**config.mk**
```make
export PLATFORM = sky130hd
export DESIGN_NAME = register_pool_allocator_core
export DESIGN_NICKNAME = d
export VERILOG_FILES = /design/src/design/rpa_pkg.sv /design/src/design/register_pool_allocator_core.sv /design/src/design/rpa_cell.sv
export SDC_FILE = /design/constraint.sdc
export NUM_CORES = 1
export LEC_CHECK = 0
export ABC_AREA = 1
export BUFFER_PORTS_ARGS = -buffer_cell sky130_fd_sc_hd__buf_2
export CAP_MARGIN = 20
export CORE_MARGIN = 5
export CORE_UTILIZATION = 40
export CTS_CLUSTER_DIAMETER = 30
export CTS_CLUSTER_SIZE = 28
export DETAILED_ROUTE_END_ITERATION = 16
export PLACE_DENSITY_LB_ADDON = 0.1
export SETUP_SLACK_MARGIN = 0.4
export SLEW_MARGIN = 10
export SYNTH_ARGS = -nofsm -noshare
export SYNTH_HDL_FRONTEND = slang
export SYNTH_SLANG_ARGS = --single-unit
```
**constraint.sdc**
```tcl
create_clock -name clk -period 4.2 [get_ports clk]
set_clock_uncertainty 0.15 [all_clocks]
set_input_delay 1.26 -clock clk [delete_from_list [all_inputs] [get_ports clk]]
set_output_delay 1.26 -clock clk [all_outputs]
set_load 0.05 [all_outputs]
```
**src/design/rpa_pkg.sv**
```systemverilog
// shared types and constants of the register pool allocator
package rpa_pkg;

	// pool size and derived widths
	localparam int NUM_REGS = 20;
	localparam int IDX_W    = (NUM_REGS > 1) ? $clog2(NUM_REGS) : 1;
	localparam int KIND_W   = 2;
	localparam int LIMIT_W  = 5;
	localparam int CNT_W    = 5;
	localparam int GI_W     = 5;
	localparam int MASK_W   = 20;

	// operation codes
	localparam logic [KIND_W-1:0] KIND_ALLOC   = 2'd0;
	localparam logic [KIND_W-1:0] KIND_FREE    = 2'd1;
	localparam logic [KIND_W-1:0] KIND_SPILL   = 2'd2;
	localparam logic [KIND_W-1:0] KIND_RESTORE = 2'd3;

	// result status codes
	localparam logic STATUS_OK   = 1'b0;
	localparam logic STATUS_FULL = 1'b1;

	// per-register state
	typedef enum logic [1:0] {
		SLOT_FREE = 2'd0,
		SLOT_USED = 2'd1,
		SLOT_RESV = 2'd2
	} slot_t;

	// request payload
	typedef struct packed {
		logic [KIND_W-1:0]  kind;
		logic [LIMIT_W-1:0] restore_limit;
	} rpa_req_t;

	// result payload
	typedef struct packed {
		logic              status;
		logic [GI_W-1:0]   granted_index;
		logic [CNT_W-1:0]  moved_count;
		logic [MASK_W-1:0] moved_mask;
	} rpa_rsp_t;

	// operation token handed from cell to cell
	typedef struct packed {
		logic               valid;
		logic               up;
		logic [KIND_W-1:0]  kind;
		logic               hit;
		logic [LIMIT_W-1:0] remaining;
		logic [CNT_W-1:0]   count;
		logic [IDX_W-1:0]   index;
		logic [MASK_W-1:0]  mask;
	} rpa_token_t;

endpackage

```
**src/design/register_pool_allocator_core.sv**
```systemverilog
// register pool allocator top level: token chain over the pool entries
//
// Usage
//   req channel (req_valid/req_ready/req) takes one operation: allocate,
//   free, spill all or restore with a limit. rsp channel
//   (rsp_valid/rsp_ready/rsp) returns exactly one result per operation.
//   Each pool entry is a cell; an operation travels as a token through
//   the row of cells, one cell per cycle, upward for allocate and spill,
//   downward for free and restore, each cell updating its own entry.
//   The result register is loaded as the token leaves the far end of the
//   row. One operation is in flight at a time, so the walk through the
//   cell row must end before a new request is taken.
//   req_ready is high when no token is in the row and the result register
//   is empty or being emptied in the same cycle.
//   If the receiver stalls, the result holds in its register and no new
//   request is taken until it is transferred.
//   Reset: all entries free, no token in flight, no result pending.
module register_pool_allocator_core (
	input  logic              clk,
	input  logic              arst_n,
	input  logic              req_valid,
	output logic              req_ready,
	input  rpa_pkg::rpa_req_t req,
	output logic              rsp_valid,
	input  logic              rsp_ready,
	output rpa_pkg::rpa_rsp_t rsp
);
	import rpa_pkg::*;

	typedef enum logic [1:0] {
		ST_IDLE = 2'b01,
		ST_RUN  = 2'b10
	} state_t;

	state_t     state_q;
	logic       rsp_valid_q;
	rpa_rsp_t   rsp_q;
	logic       accept;
	logic       go_up;
	rpa_token_t inj;
	rpa_token_t tok    [NUM_REGS];
	rpa_token_t lo_in  [NUM_REGS];
	rpa_token_t hi_in  [NUM_REGS];
	slot_t      slots  [NUM_REGS];
	logic [NUM_REGS-1:0] tok_vld;
	logic [NUM_REGS-1:0] slot_bad;
	logic       exit_up, exit_dn, exit_any;
	rpa_token_t ex;

	// request handshake
	assign req_ready = (state_q == ST_IDLE) && (!rsp_valid_q || rsp_ready);
	assign accept    = req_valid && req_ready;
	assign go_up     = (req.kind == KIND_ALLOC) || (req.kind == KIND_SPILL);

	// token injected at the end of the row matching its direction
	always_comb begin
		inj           = '0;
		inj.valid     = accept;
		inj.up        = go_up;
		inj.kind      = req.kind;
		inj.remaining = req.restore_limit;
	end

	// row of cells
	for (genvar i = 0; i < NUM_REGS; i++) begin : g_cell
		if (i == 0) begin : g_lo_end
			assign lo_in[i] = (inj.valid && inj.up) ? inj : '0;
		end else begin : g_lo_mid
			assign lo_in[i] = tok[i-1];
		end
		if (i == NUM_REGS - 1) begin : g_hi_end
			assign hi_in[i] = (inj.valid && !inj.up) ? inj : '0;
		end else begin : g_hi_mid
			assign hi_in[i] = tok[i+1];
		end

		rpa_cell u_cell (
			.clk     (clk),
			.arst_n  (arst_n),
			.idx     (IDX_W'(i)),
			.from_lo (lo_in[i]),
			.from_hi (hi_in[i]),
			.tok     (tok[i]),
			.slot    (slots[i])
		);

		assign tok_vld[i]  = tok[i].valid;
		assign slot_bad[i] = (slots[i] != SLOT_FREE) && (slots[i] != SLOT_USED)
			&& (slots[i] != SLOT_RESV);
	end

	// token leaving the row
	assign exit_up  = tok[NUM_REGS-1].valid && tok[NUM_REGS-1].up;
	assign exit_dn  = tok[0].valid && !tok[0].up;
	assign exit_any = exit_up || exit_dn;
	assign ex       = exit_up ? tok[NUM_REGS-1] : tok[0];

	// control and result register
	always_ff @(posedge clk or negedge arst_n) begin
		if (!arst_n) begin
			state_q     <= ST_IDLE;
			rsp_valid_q <= 1'b0;
		end else begin
			unique case (state_q)
				ST_IDLE: begin
					if (accept) begin
						state_q <= ST_RUN;
					end
				end
				ST_RUN: begin
					if (exit_any) begin
						state_q <= ST_IDLE;
					end
				end
				default: begin
					state_q <= ST_IDLE;
				end
			endcase
			if (exit_any) begin
				rsp_valid_q <= 1'b1;
			end else if (rsp_ready) begin
				rsp_valid_q <= 1'b0;
			end
		end
	end

	// result payload
	always_ff @(posedge clk) begin
		if (exit_any) begin
			rsp_q.status        <= (ex.kind == KIND_ALLOC && !ex.hit) ? STATUS_FULL
				: STATUS_OK;
			rsp_q.granted_index <= GI_W'(ex.index);
			rsp_q.moved_count   <= ex.count;
			rsp_q.moved_mask    <= ex.mask;
		end
	end

	assign rsp_valid = rsp_valid_q;
	assign rsp       = rsp_q;

	// at most one token anywhere in the row
	a_one_token: assert property (@(posedge clk) disable iff (!arst_n)
		$countones(tok_vld) <= 1)
		else $error("more than one token in the cell row");

	// a running operation always has its token in the row
	a_run_has_token: assert property (@(posedge clk) disable iff (!arst_n)
		(state_q == ST_RUN) |-> ($countones(tok_vld) == 1))
		else $error("running with no token in the row");

	// tokens leave only while an operation runs
	a_exit_in_run: assert property (@(posedge clk) disable iff (!arst_n)
		exit_any |-> (state_q == ST_RUN))
		else $error("token left the row while idle");

	// a result is never overwritten before its transfer
	a_no_overwrite: assert property (@(posedge clk) disable iff (!arst_n)
		exit_any |-> (!rsp_valid_q || rsp_ready))
		else $error("result register overwritten");

	// no entry ever holds the unused state code
	a_slot_code: assert property (@(posedge clk) disable iff (!arst_n)
		slot_bad == '0)
		else $error("pool entry holds an unused state code");

endmodule

```
**src/design/rpa_cell.sv**
```systemverilog
// one pool entry: holds a register's state and updates the passing token
module rpa_cell (
	input  logic               clk,
	input  logic               arst_n,
	input  logic [rpa_pkg::IDX_W-1:0] idx,
	input  rpa_pkg::rpa_token_t from_lo,
	input  rpa_pkg::rpa_token_t from_hi,
	output rpa_pkg::rpa_token_t tok,
	output rpa_pkg::slot_t      slot
);
	import rpa_pkg::*;

	slot_t      slot_q, slot_d;
	rpa_token_t tok_q, tin, tout;
	logic [MASK_W-1:0] my_bit;

	assign my_bit = MASK_W'(1) << idx;

	// pick the token arriving from the neighbor that points at us
	always_comb begin
		tin = '0;
		priority if (from_lo.valid && from_lo.up) begin
			tin = from_lo;
		end else if (from_hi.valid && !from_hi.up) begin
			tin = from_hi;
		end else begin
			tin = '0;
		end
	end

	// apply the operation to this entry
	always_comb begin
		tout   = tin;
		slot_d = slot_q;
		if (tin.valid) begin
			unique case (tin.kind)
				KIND_ALLOC: begin
					if (!tin.hit && slot_q == SLOT_FREE) begin
						slot_d     = SLOT_USED;
						tout.hit   = 1'b1;
						tout.index = idx;
					end
				end
				KIND_FREE: begin
					if (!tin.hit && slot_q == SLOT_USED) begin
						slot_d   = SLOT_FREE;
						tout.hit = 1'b1;
					end
				end
				KIND_SPILL: begin
					if (slot_q == SLOT_USED) begin
						slot_d     = SLOT_RESV;
						tout.count = tin.count + CNT_W'(1);
						tout.mask  = tin.mask | my_bit;
					end
				end
				KIND_RESTORE: begin
					if (tin.remaining != '0 && slot_q == SLOT_RESV) begin
						slot_d         = SLOT_USED;
						tout.remaining = tin.remaining - LIMIT_W'(1);
						tout.count     = tin.count + CNT_W'(1);
						tout.mask      = tin.mask | my_bit;
					end
				end
				default: begin
					tout = tin;
				end
			endcase
		end
	end

	// entry state and outgoing token
	always_ff @(posedge clk or negedge arst_n) begin
		if (!arst_n) begin
			slot_q <= SLOT_FREE;
			tok_q  <= '0;
		end else begin
			slot_q <= slot_d;
			tok_q  <= tout;
		end
	end

	assign tok  = tok_q;
	assign slot = slot_q;

endmodule
```
==> impl_metrics.ini, run 1 <==
[timing]
setup_violations = 0
fmax_mhz = 312
period_share = 0.764
period_needed_ps = 3210
layout_setup_ws_ps = 993
maxSlewViolCount = 0
fin_tns_setup_ps = 0
max-slew-margin-rel = 0.497
worstMarginPinSlew_ps = 751
finalHoldViolations = 0
rsz0062_at_grt = no

[cts]
cts-buffers-inserted = 205
cts.clk_slew.worst_paths_ps = 40
cts-root-buf = clkbuf_16
post_cts_resized = 0
ctsHoldBuffers = 0
clock_path_buffers = 3
worst_skew_pair.late_latency_ps = 770
cts_tree = done
post_cts_buffers = 0
cts-htree-levels = 4
cts_num_sinks = 874

[layout]
layout.cells.non_filler = 6767
most-common-layout-cells = 1088 x inv_1, 842 x dfrtp_1, 790 x nand2_1
final_nets = 5331
final.fill_count = 10100
diodes = 0
area_growth_pct = 21.4
final_common_cell = inv_1
drive_gt1_frac = 0.126
design_area_um2 = 52600

[placement]
hpwl_um = 100000
place_inst = 6378
port_buffers = 43
gp_congestion = 0.884
post-place-ws_ps = 372
dpl_cell_area_um2 = 45200

[worst_setup_path]
critPathRequiredTime_ps = 2790
start_kind = primary input
worstPathMaxFanout = 2
critical-path-max-stage-delay_ps = 290
cp.arrival_ps = 1800
worst_path_max_delay_cell = buf_2
critPathKind = primary input to primary output
critPathCaptureType = primary output
path_cells = buf_2 -> nor2_1 -> nor2_1 -> buf_2

[synthesis]
synth.top_cell.area_share = 0.487
synth-seq-area-share = 0.509
ys_seq_elements = 874
synth.largest_area_cell = dfrtp_1
ys_types = 57
async_flop_share = 0.965
netlist_instances = 5017
ys_warn_count = 0
syn_avg_cell_area_um2 = 8.63
synth-edff-count = 31
synthFlopType = dfrtp_1
syn_area_um2 = 43300
synth_area_leaders = dfrtp_1 49%, inv_1 9.4%, o22ai_1 6.9%
syn-num-nets = 5166

[die]
initial_utilization = 0.403
dieArea_um2 = 115000
die_h_um = 339
dieWidth_um = 339
rows = 120
core_um2 = 107000
ios = 44

[drt]
drc_errors = 0
wire_per_inst_um = 20.1
num_vias = 35200
drt_iter0_markers = 2374
via_per_inst = 5.21
ant_nets = 0
wirelength_um = 136000
dr.pass1.iters = 5

[global_route]
grt_util_all_layers = 0.234
grt_max_degree = 91
antenna_found_initial = 0
grt_pass1_vias = 35100
grt_pass1_wl_um = 210000
grt_overflow = 0

[run_status]
status = complete, no violations

[power_and_ir_drop]
p_leak_nw = 22.9
peakVddDrop_uv = 410
p_per_area_nw_per_um2 = 480
total_power_mw = 25.2

[min_path]
min_path_type = primary input to async pin

[run]
cap_violations = 0
[Yosys cell counts, types with 3 or more instances]
cell and instances:
inv_1 1088, o211ai_1 110, clkbuf_1 84, nand4_1 35
a22o_1 9, buf_6 9, xnor2_1 4, edfxtp_1 31
inv_2 39, dfrtp_1 842, o21ai_2 6, a21oi_1 183
o22ai_1 480, nor2_2 30, nor3_1 19, nand2_1 791
nor2_8 4, a22oi_2 12, a31oi_1 19, xor2_1 39
inv_4 3, a21boi_0 5, nor2_1 253, buf_4 8
buf_2 19, buf_1 24, nor3b_1 3, a21boi_1 3
nor2_4 21, o31ai_1 3, nand3_1 232, nand3_2 25
nand2_2 23, nand2_4 10, o22ai_2 31, o21ai_1 40
ha_1 138, a22oi_1 63, o21ai_0 243, nand3b_1 14
[worst paths after layout]
kind | from | slack [ps] | cells after the start | to
setup / recovery | rsp_ready | 990 | 4 | req_ready
hold / removal | arst_n | 280 | 1 | g_cell[8].u_cell.tok[25]
setup reg to reg | g_cell[16].u_cell.tok[38] | 1060 | 9 | g_cell[17].u_cell.tok[33]
hold reg to reg | g_cell[18].u_cell.tok[4] | 330 | 2 | g_cell[19].u_cell.tok[4]
max in group asynchronous | arst_n | 2680 | 3 | g_cell[15].u_cell.tok[35]
min in group clk | g_cell[18].u_cell.tok[4] | 330 | 2 | g_cell[19].u_cell.tok[4]
[layout make-up]
type                    instances  area (um2)  area share
flip-flops and latches        874       22000       0.419
clock inverters               127        1710      0.0325
clock buffers                 262        5650       0.107
well taps                    1403        1760      0.0334
repair buffers                102         818      0.0156
inverters                    1132        4260      0.0810
multi-input cells            2867       16400       0.311
[per-layer routing]
metal  track usage  wire [um]  vias to the layer above
li1              -          -                    16900
met1         0.324      61900                    17200
met2         0.382      64200                      907
met3        0.0350       5880                      250
met4        0.0721       3830                        0
met5             0          0                        -
[registers in the layout, indices dropped and copies added (netlist names)]
| register | cells |
|---|---|
| rsp_valid | 1 |
| g_cell.u_cell.slot | 40 |
| g_cell.u_cell.tok | 800 |
| rsp | 31 |
| state_q | 2 |
[power breakdown]
part	total (mW)	internal [mW]	switching [mW]	leakage, nW
logic	0.206	0.0331	0.173	7.42
clock network	16.5	11.3	5.19	3.52
registers	8.48	8.48	0.0000000000000000398	12.0
total	25.2	19.9	5.36	22.9
[through the flow]
stage | utilization | hold WS, ps
after detailed placement | 0.421 | 320
after CTS | 0.490 | 245
after global placement | 0.421 | 316
after floorplan | - | 292
final | 0.490 | 277
after global routing | 0.490 | 265
[kinds of logic after synthesis]
kind of cell	share of synthesized area
XOR/XNOR	0.00870
flip-flops	0.509
AND/OR/NAND/NOR	0.154
buffers and inverters	0.114
AO/OA/AOI/OAI	0.175
adder cells (fa/ha/maj)	0.0399
[critical path: cells and delay by family]
family,cells,cell delay [ps]
buffers and inverters,2,380
AND/OR/NAND/NOR,2,160
No activity file was read; power rests on OpenSTA's default activity.
==> inputs of run 2 (changes only) <==
clock period = 2.61 ns   (was 4.2 ns; I/O delays follow)
==> impl_metrics.ini, run 2 (synthesized netlist as in run 1, its figures left out) <==
[run_status]
status = finished, violations left
violations = negative setup slack

[timing]
max-slew-margin-rel = 0.557
whs_ps = 223
maxSlewViolCount = 0
period_share = 1.02
layout_setup_ws_ps = -48.7
finalHoldViolations = 0
rsz0062_at_grt = yes
fmax_mhz = 376
period_needed_ps = 2660
worstMarginPinSlew_ps = 663
fin_tns_setup_ps = -86.2
setup_violations = 3

[drt]
num_vias = 37000
via_per_inst = 5.16
dr.pass1.iters = 5
drc_errors = 0
wire_per_inst_um = 20.0
drt_iter0_markers = 2417
wirelength_um = 144000
ant_nets = 0

[worst_setup_path]
critPathKind = flip-flop to primary output
cp.arrival_ps = 1730
start_kind = flip-flop
critPathCaptureType = primary output
critPathRequiredTime_ps = 1680
worstPathMaxFanout = 2

[global_route]
grt_util_all_layers = 0.238
grt_max_degree = 104
grt_overflow = 0
grt_pass1_vias = 35900
grt_pass1_wl_um = 214000
antenna_found_initial = 0

[die]
dieWidth_um = 339
core_um2 = 107000
rows = 120
ios = 44
initial_utilization = 0.403
dieArea_um2 = 115000
die_h_um = 339

[cts]
cts_tree = done
cts-buffers-inserted = 204
cts-root-buf = clkbuf_16
cts_num_sinks = 874
cts-htree-levels = 4
worst_skew_pair.late_latency_ps = 770
cts.clk_slew.worst_paths_ps = 50
clock_path_buffers = 3

[placement]
gp_congestion = 0.871
hpwl_um = 102000
post-place-ws_ps = -325
dpl_cell_area_um2 = 46900
port_buffers = 43

[layout]
multi_input_area_um2 = 20300
area_growth_pct = 39.1
design_area_um2 = 60200
seqCellArea_um2 = 22100
final.fill_count = 9370
most-common-layout-cells = 1010 x inv_1, 822 x dfrtp_1, 713 x nand2_1
final_common_cell = inv_1
final_nets = 5754
largest_reg_flops = 800
utilization = 0.561
drive_gt1_frac = 0.280

[run]
cap_violations = 0

[power_and_ir_drop]
peakVddDrop_uv = 674
p_leak_nw = 25.5
p_per_area_nw_per_um2 = 660

[min_path]
min_path_type = primary input to flip-flop
==> run 2: cell count changes in the layout (fill, tap and decap cells not counted), sizes merged <==
cell | previous run | this run
buf | 102 | 517
clkinv | 62 | 48
nand2 | 824 | 829
nor2 | 308 | 309
diode | 0 | 1
clkbuf | 262 | 268
bufinv | 30 | 24
dlygate4sd3 | 0 | 1
==> run 2: worst max-delay path, stage by stage, from the launching register on <==
cell and delay, ps:
dfstp_2 540, buf_4 120, nand2_4 50, nor2_4 100, buf_8 150
==> run 2: worst paths after layout <==
path	start	endpoint	slack [ps]	cells past startpoint
max	state_q[0]	req_ready	-50	4
min	rsp_ready	rsp_valid	220	4
min reg2reg	g_cell[14].u_cell.tok[15]	g_cell[13].u_cell.tok[15]	330	2
max in group asynchronous	arst_n	g_cell[17].u_cell.tok[28]	1080	4
min in group asynchronous	arst_n	g_cell[7].u_cell.slot[0]	280	2
max reg2reg	state_q[0]	g_cell[19].u_cell.tok[27]	-30	16
==> run 2: final cells by class <==
type	count	area share
Sequential cell	874	0.366
Multi-Input combinational cell	2873	0.337
Clock buffer	266	0.0935
Timing Repair Buffer	520	0.0776
Inverter	1132	0.0723
Tap cell	1403	0.0292
Clock inverter	107	0.0239
Antenna cell	1	0.0000416
==> run 2: routing by layer <==
layer | GRT usage | vias up | wire [um] | part of all wire
li1 | - | 17800 | - | -
met1 | 0.324 | 18100 | 64300 | 0.45
met2 | 0.387 | 835 | 68900 | 0.48
met3 | 0.0375 | 267 | 5520 | 0.038
met4 | 0.0864 | 0 | 4940 | 0.034
met5 | 0 | - | 0 | 0
==> run 2: repair_timing <==
item                                    in CTS  in global routing
hold buffers                                 1                  0
endpoints found under the hold margin      133                  0
cloned                                       0                  8
pin swaps                                   95                227
resized for setup                          346                596
endpoints found under the setup margin     299                297
buffers inserted                            88                170
==> run 2: power breakdown <==
| group | total, mW | leakage (nW) | internal [mW] | switching (mW) |
|---|---|---|---|---|
| logic | 0.341 | 10.2 | 0.0575 | 0.284 |
| registers | 13.7 | 12.0 | 13.7 | 0.0000000000000000508 |
| clock network | 25.7 | 3.39 | 17.5 | 8.22 |
==> run 2: metrics by stage <==
stage / std cells / power (mW)
5_1_grt: 7175 / 41.0
2_1_floorplan: 5017 / 13.9
6_report: 7176 / 39.7
3_3_place_gp: 6535 / 14.2
3_5_place_dp: 6535 / 14.2
4_1_cts: 6997 / 40.1
==> inputs of run 3 (changes only) <==
BUFFER_PORTS_ARGS = not set   (was -buffer_cell sky130_fd_sc_hd__buf_2)
DONT_BUFFER_PORTS = 1   (was not set)
==> impl_metrics.ini, run 3 (synthesized netlist as in run 1, its figures left out) <==
[run_status]
status = finished, violations left
violations = negative hold slack, max-slew violations, negative setup slack

[timing]
fin_tns_setup_ps = -70.0
whs_ps = -430
worstMarginPinSlew_ps = 1690
maxSlewViolCount = 216
layout_setup_ws_ps = -40.3
period_needed_ps = 2650
max-slew-margin-rel = -0.124
rsz0062_at_grt = yes
setup_violations = 3
period_share = 1.02
fmax_mhz = 377
finalHoldViolations = 133

[worst_setup_path]
start_kind = flip-flop
critPathCaptureType = primary output
critical-path-max-stage-delay_ps = 410
critPathRequiredTime_ps = 1680
crit_buf_inv = 3
critPathTopFamily = flip-flops
critPathKind = flip-flop to primary output
path_cells = buf_8 -> inv_4 -> nor2_4 -> nor2_2 -> buf_6
cp.arrival_ps = 1720
worstPathMaxFanout = 2
worst_path_max_delay_cell = dfrtp_2

[layout]
drive_gt1_frac = 0.271
final_common_cell = inv_1
design_area_um2 = 59600
utilization = 0.555
largest_reg_flops = 800
final_nets = 5682
most-common-layout-cells = 1003 x inv_1, 824 x dfrtp_1, 729 x nand2_1
area_growth_pct = 37.5
diodes = 0

[power_and_ir_drop]
peakVddDrop_uv = 663
p_per_area_nw_per_um2 = 674
total_power_mw = 40.1
p_leak_nw = 25.2

[drt]
drt_iter0_markers = 2799
dr.pass1.iters = 5
wirelength_um = 142000
via_per_inst = 5.15
num_vias = 36600
wire_per_inst_um = 20.0
drc_errors = 0
ant_nets = 0

[cts]
cts-root-buf = clkbuf_16
ctsHoldBuffers = 2
cts_tree = done
cts-htree-levels = 4
worst_skew_pair.late_latency_ps = 790
clock_path_buffers = 3
cts-buffers-inserted = 203
cts_num_sinks = 874
cts.clk_slew.worst_paths_ps = 50

[global_route]
grt_overflow = 0
grt_pass1_vias = 35500
grt_util_all_layers = 0.236
antenna_found_initial = 0
grt_pass1_wl_um = 212000
grt_max_degree = 844

[placement]
post-place-ws_ps = -109
dpl_cell_area_um2 = 46200
gp_congestion = 0.872
hpwl_um = 98200
port_buffers = 0

[die]
rows = 120
ios = 44
core_um2 = 107000
die_h_um = 339
dieWidth_um = 339
dieArea_um2 = 115000
initial_utilization = 0.403

[min_path]
min_path_type = primary input to async pin

[run]
cap_violations = 0
[run 3: per-stage QoR]
step	instances	hold slack, ps
3_5_place_dp	6447	324
5_1_grt	7106	-466
3_3_place_gp	6447	318
6_report	7106	-430
2_1_floorplan	5017	292
4_1_cts	6926	-388
[run 3: worst paths after layout]
kind                                           from                         to  slack [ps]  cells past startpoint
min in group clk                             req[4]   g_cell[0].u_cell.tok[34]         170                      4
max in group asynchronous                    arst_n  g_cell[18].u_cell.tok[29]         510                      2
setup / recovery                          rsp_valid                  req_ready         -40                      5
setup reg to reg                         state_q[0]   g_cell[0].u_cell.tok[31]         -30                     15
hold reg to reg            g_cell[1].u_cell.tok[17]   g_cell[0].u_cell.tok[17]         330                      2
hold / removal                               arst_n   g_cell[7].u_cell.tok[28]        -430                      0
[run 3: cell type report]
type,instances,area (um2)
well taps,1403,1760
inverters,1132,4370
multi-input cells,2870,20200
clock buffers,268,5730
clock inverters,107,1460
flip-flops and latches,874,22000
fillers,9313,47800
repair buffers,452,4010
[run 3: timing repair]
action	in CTS	in global routing
resized for setup	345	528
gates cloned	1	4
setup buffers	101	173
endpoints found under the setup margin	294	476
hold endpoints to repair	844	133
pin swaps	92	211
[run 3: worst register-to-register path, cell delays in order, from the launching register on]
cell and delay, ps:
dfstp_2 530, buf_6 100, inv_4 30, nor2_4 110
buf_6 120, nand4_4 150, buf_6 170, buf_6 110
o22ai_4 240, ha_4 200, nand2_2 60, inv_2 100
nand2_4 90, buf_6 150, o21ai_2 130, a21oi_1 70
[run 3: power by group]
group          total, mW  internal [mW]          switching, mW
clock network       26.2           18.1                   8.15
logic              0.235         0.0152                  0.220
registers           13.7           13.7  0.0000000000000000621
[run 3: per-layer routing]
metal,up-vias,share of wire,global-route usage
li1,17600,-,-
met1,17900,0.45,0.322
met2,867,0.48,0.391
met3,245,0.046,0.0397
met4,0,0.026,0.0649
met5,-,0,0
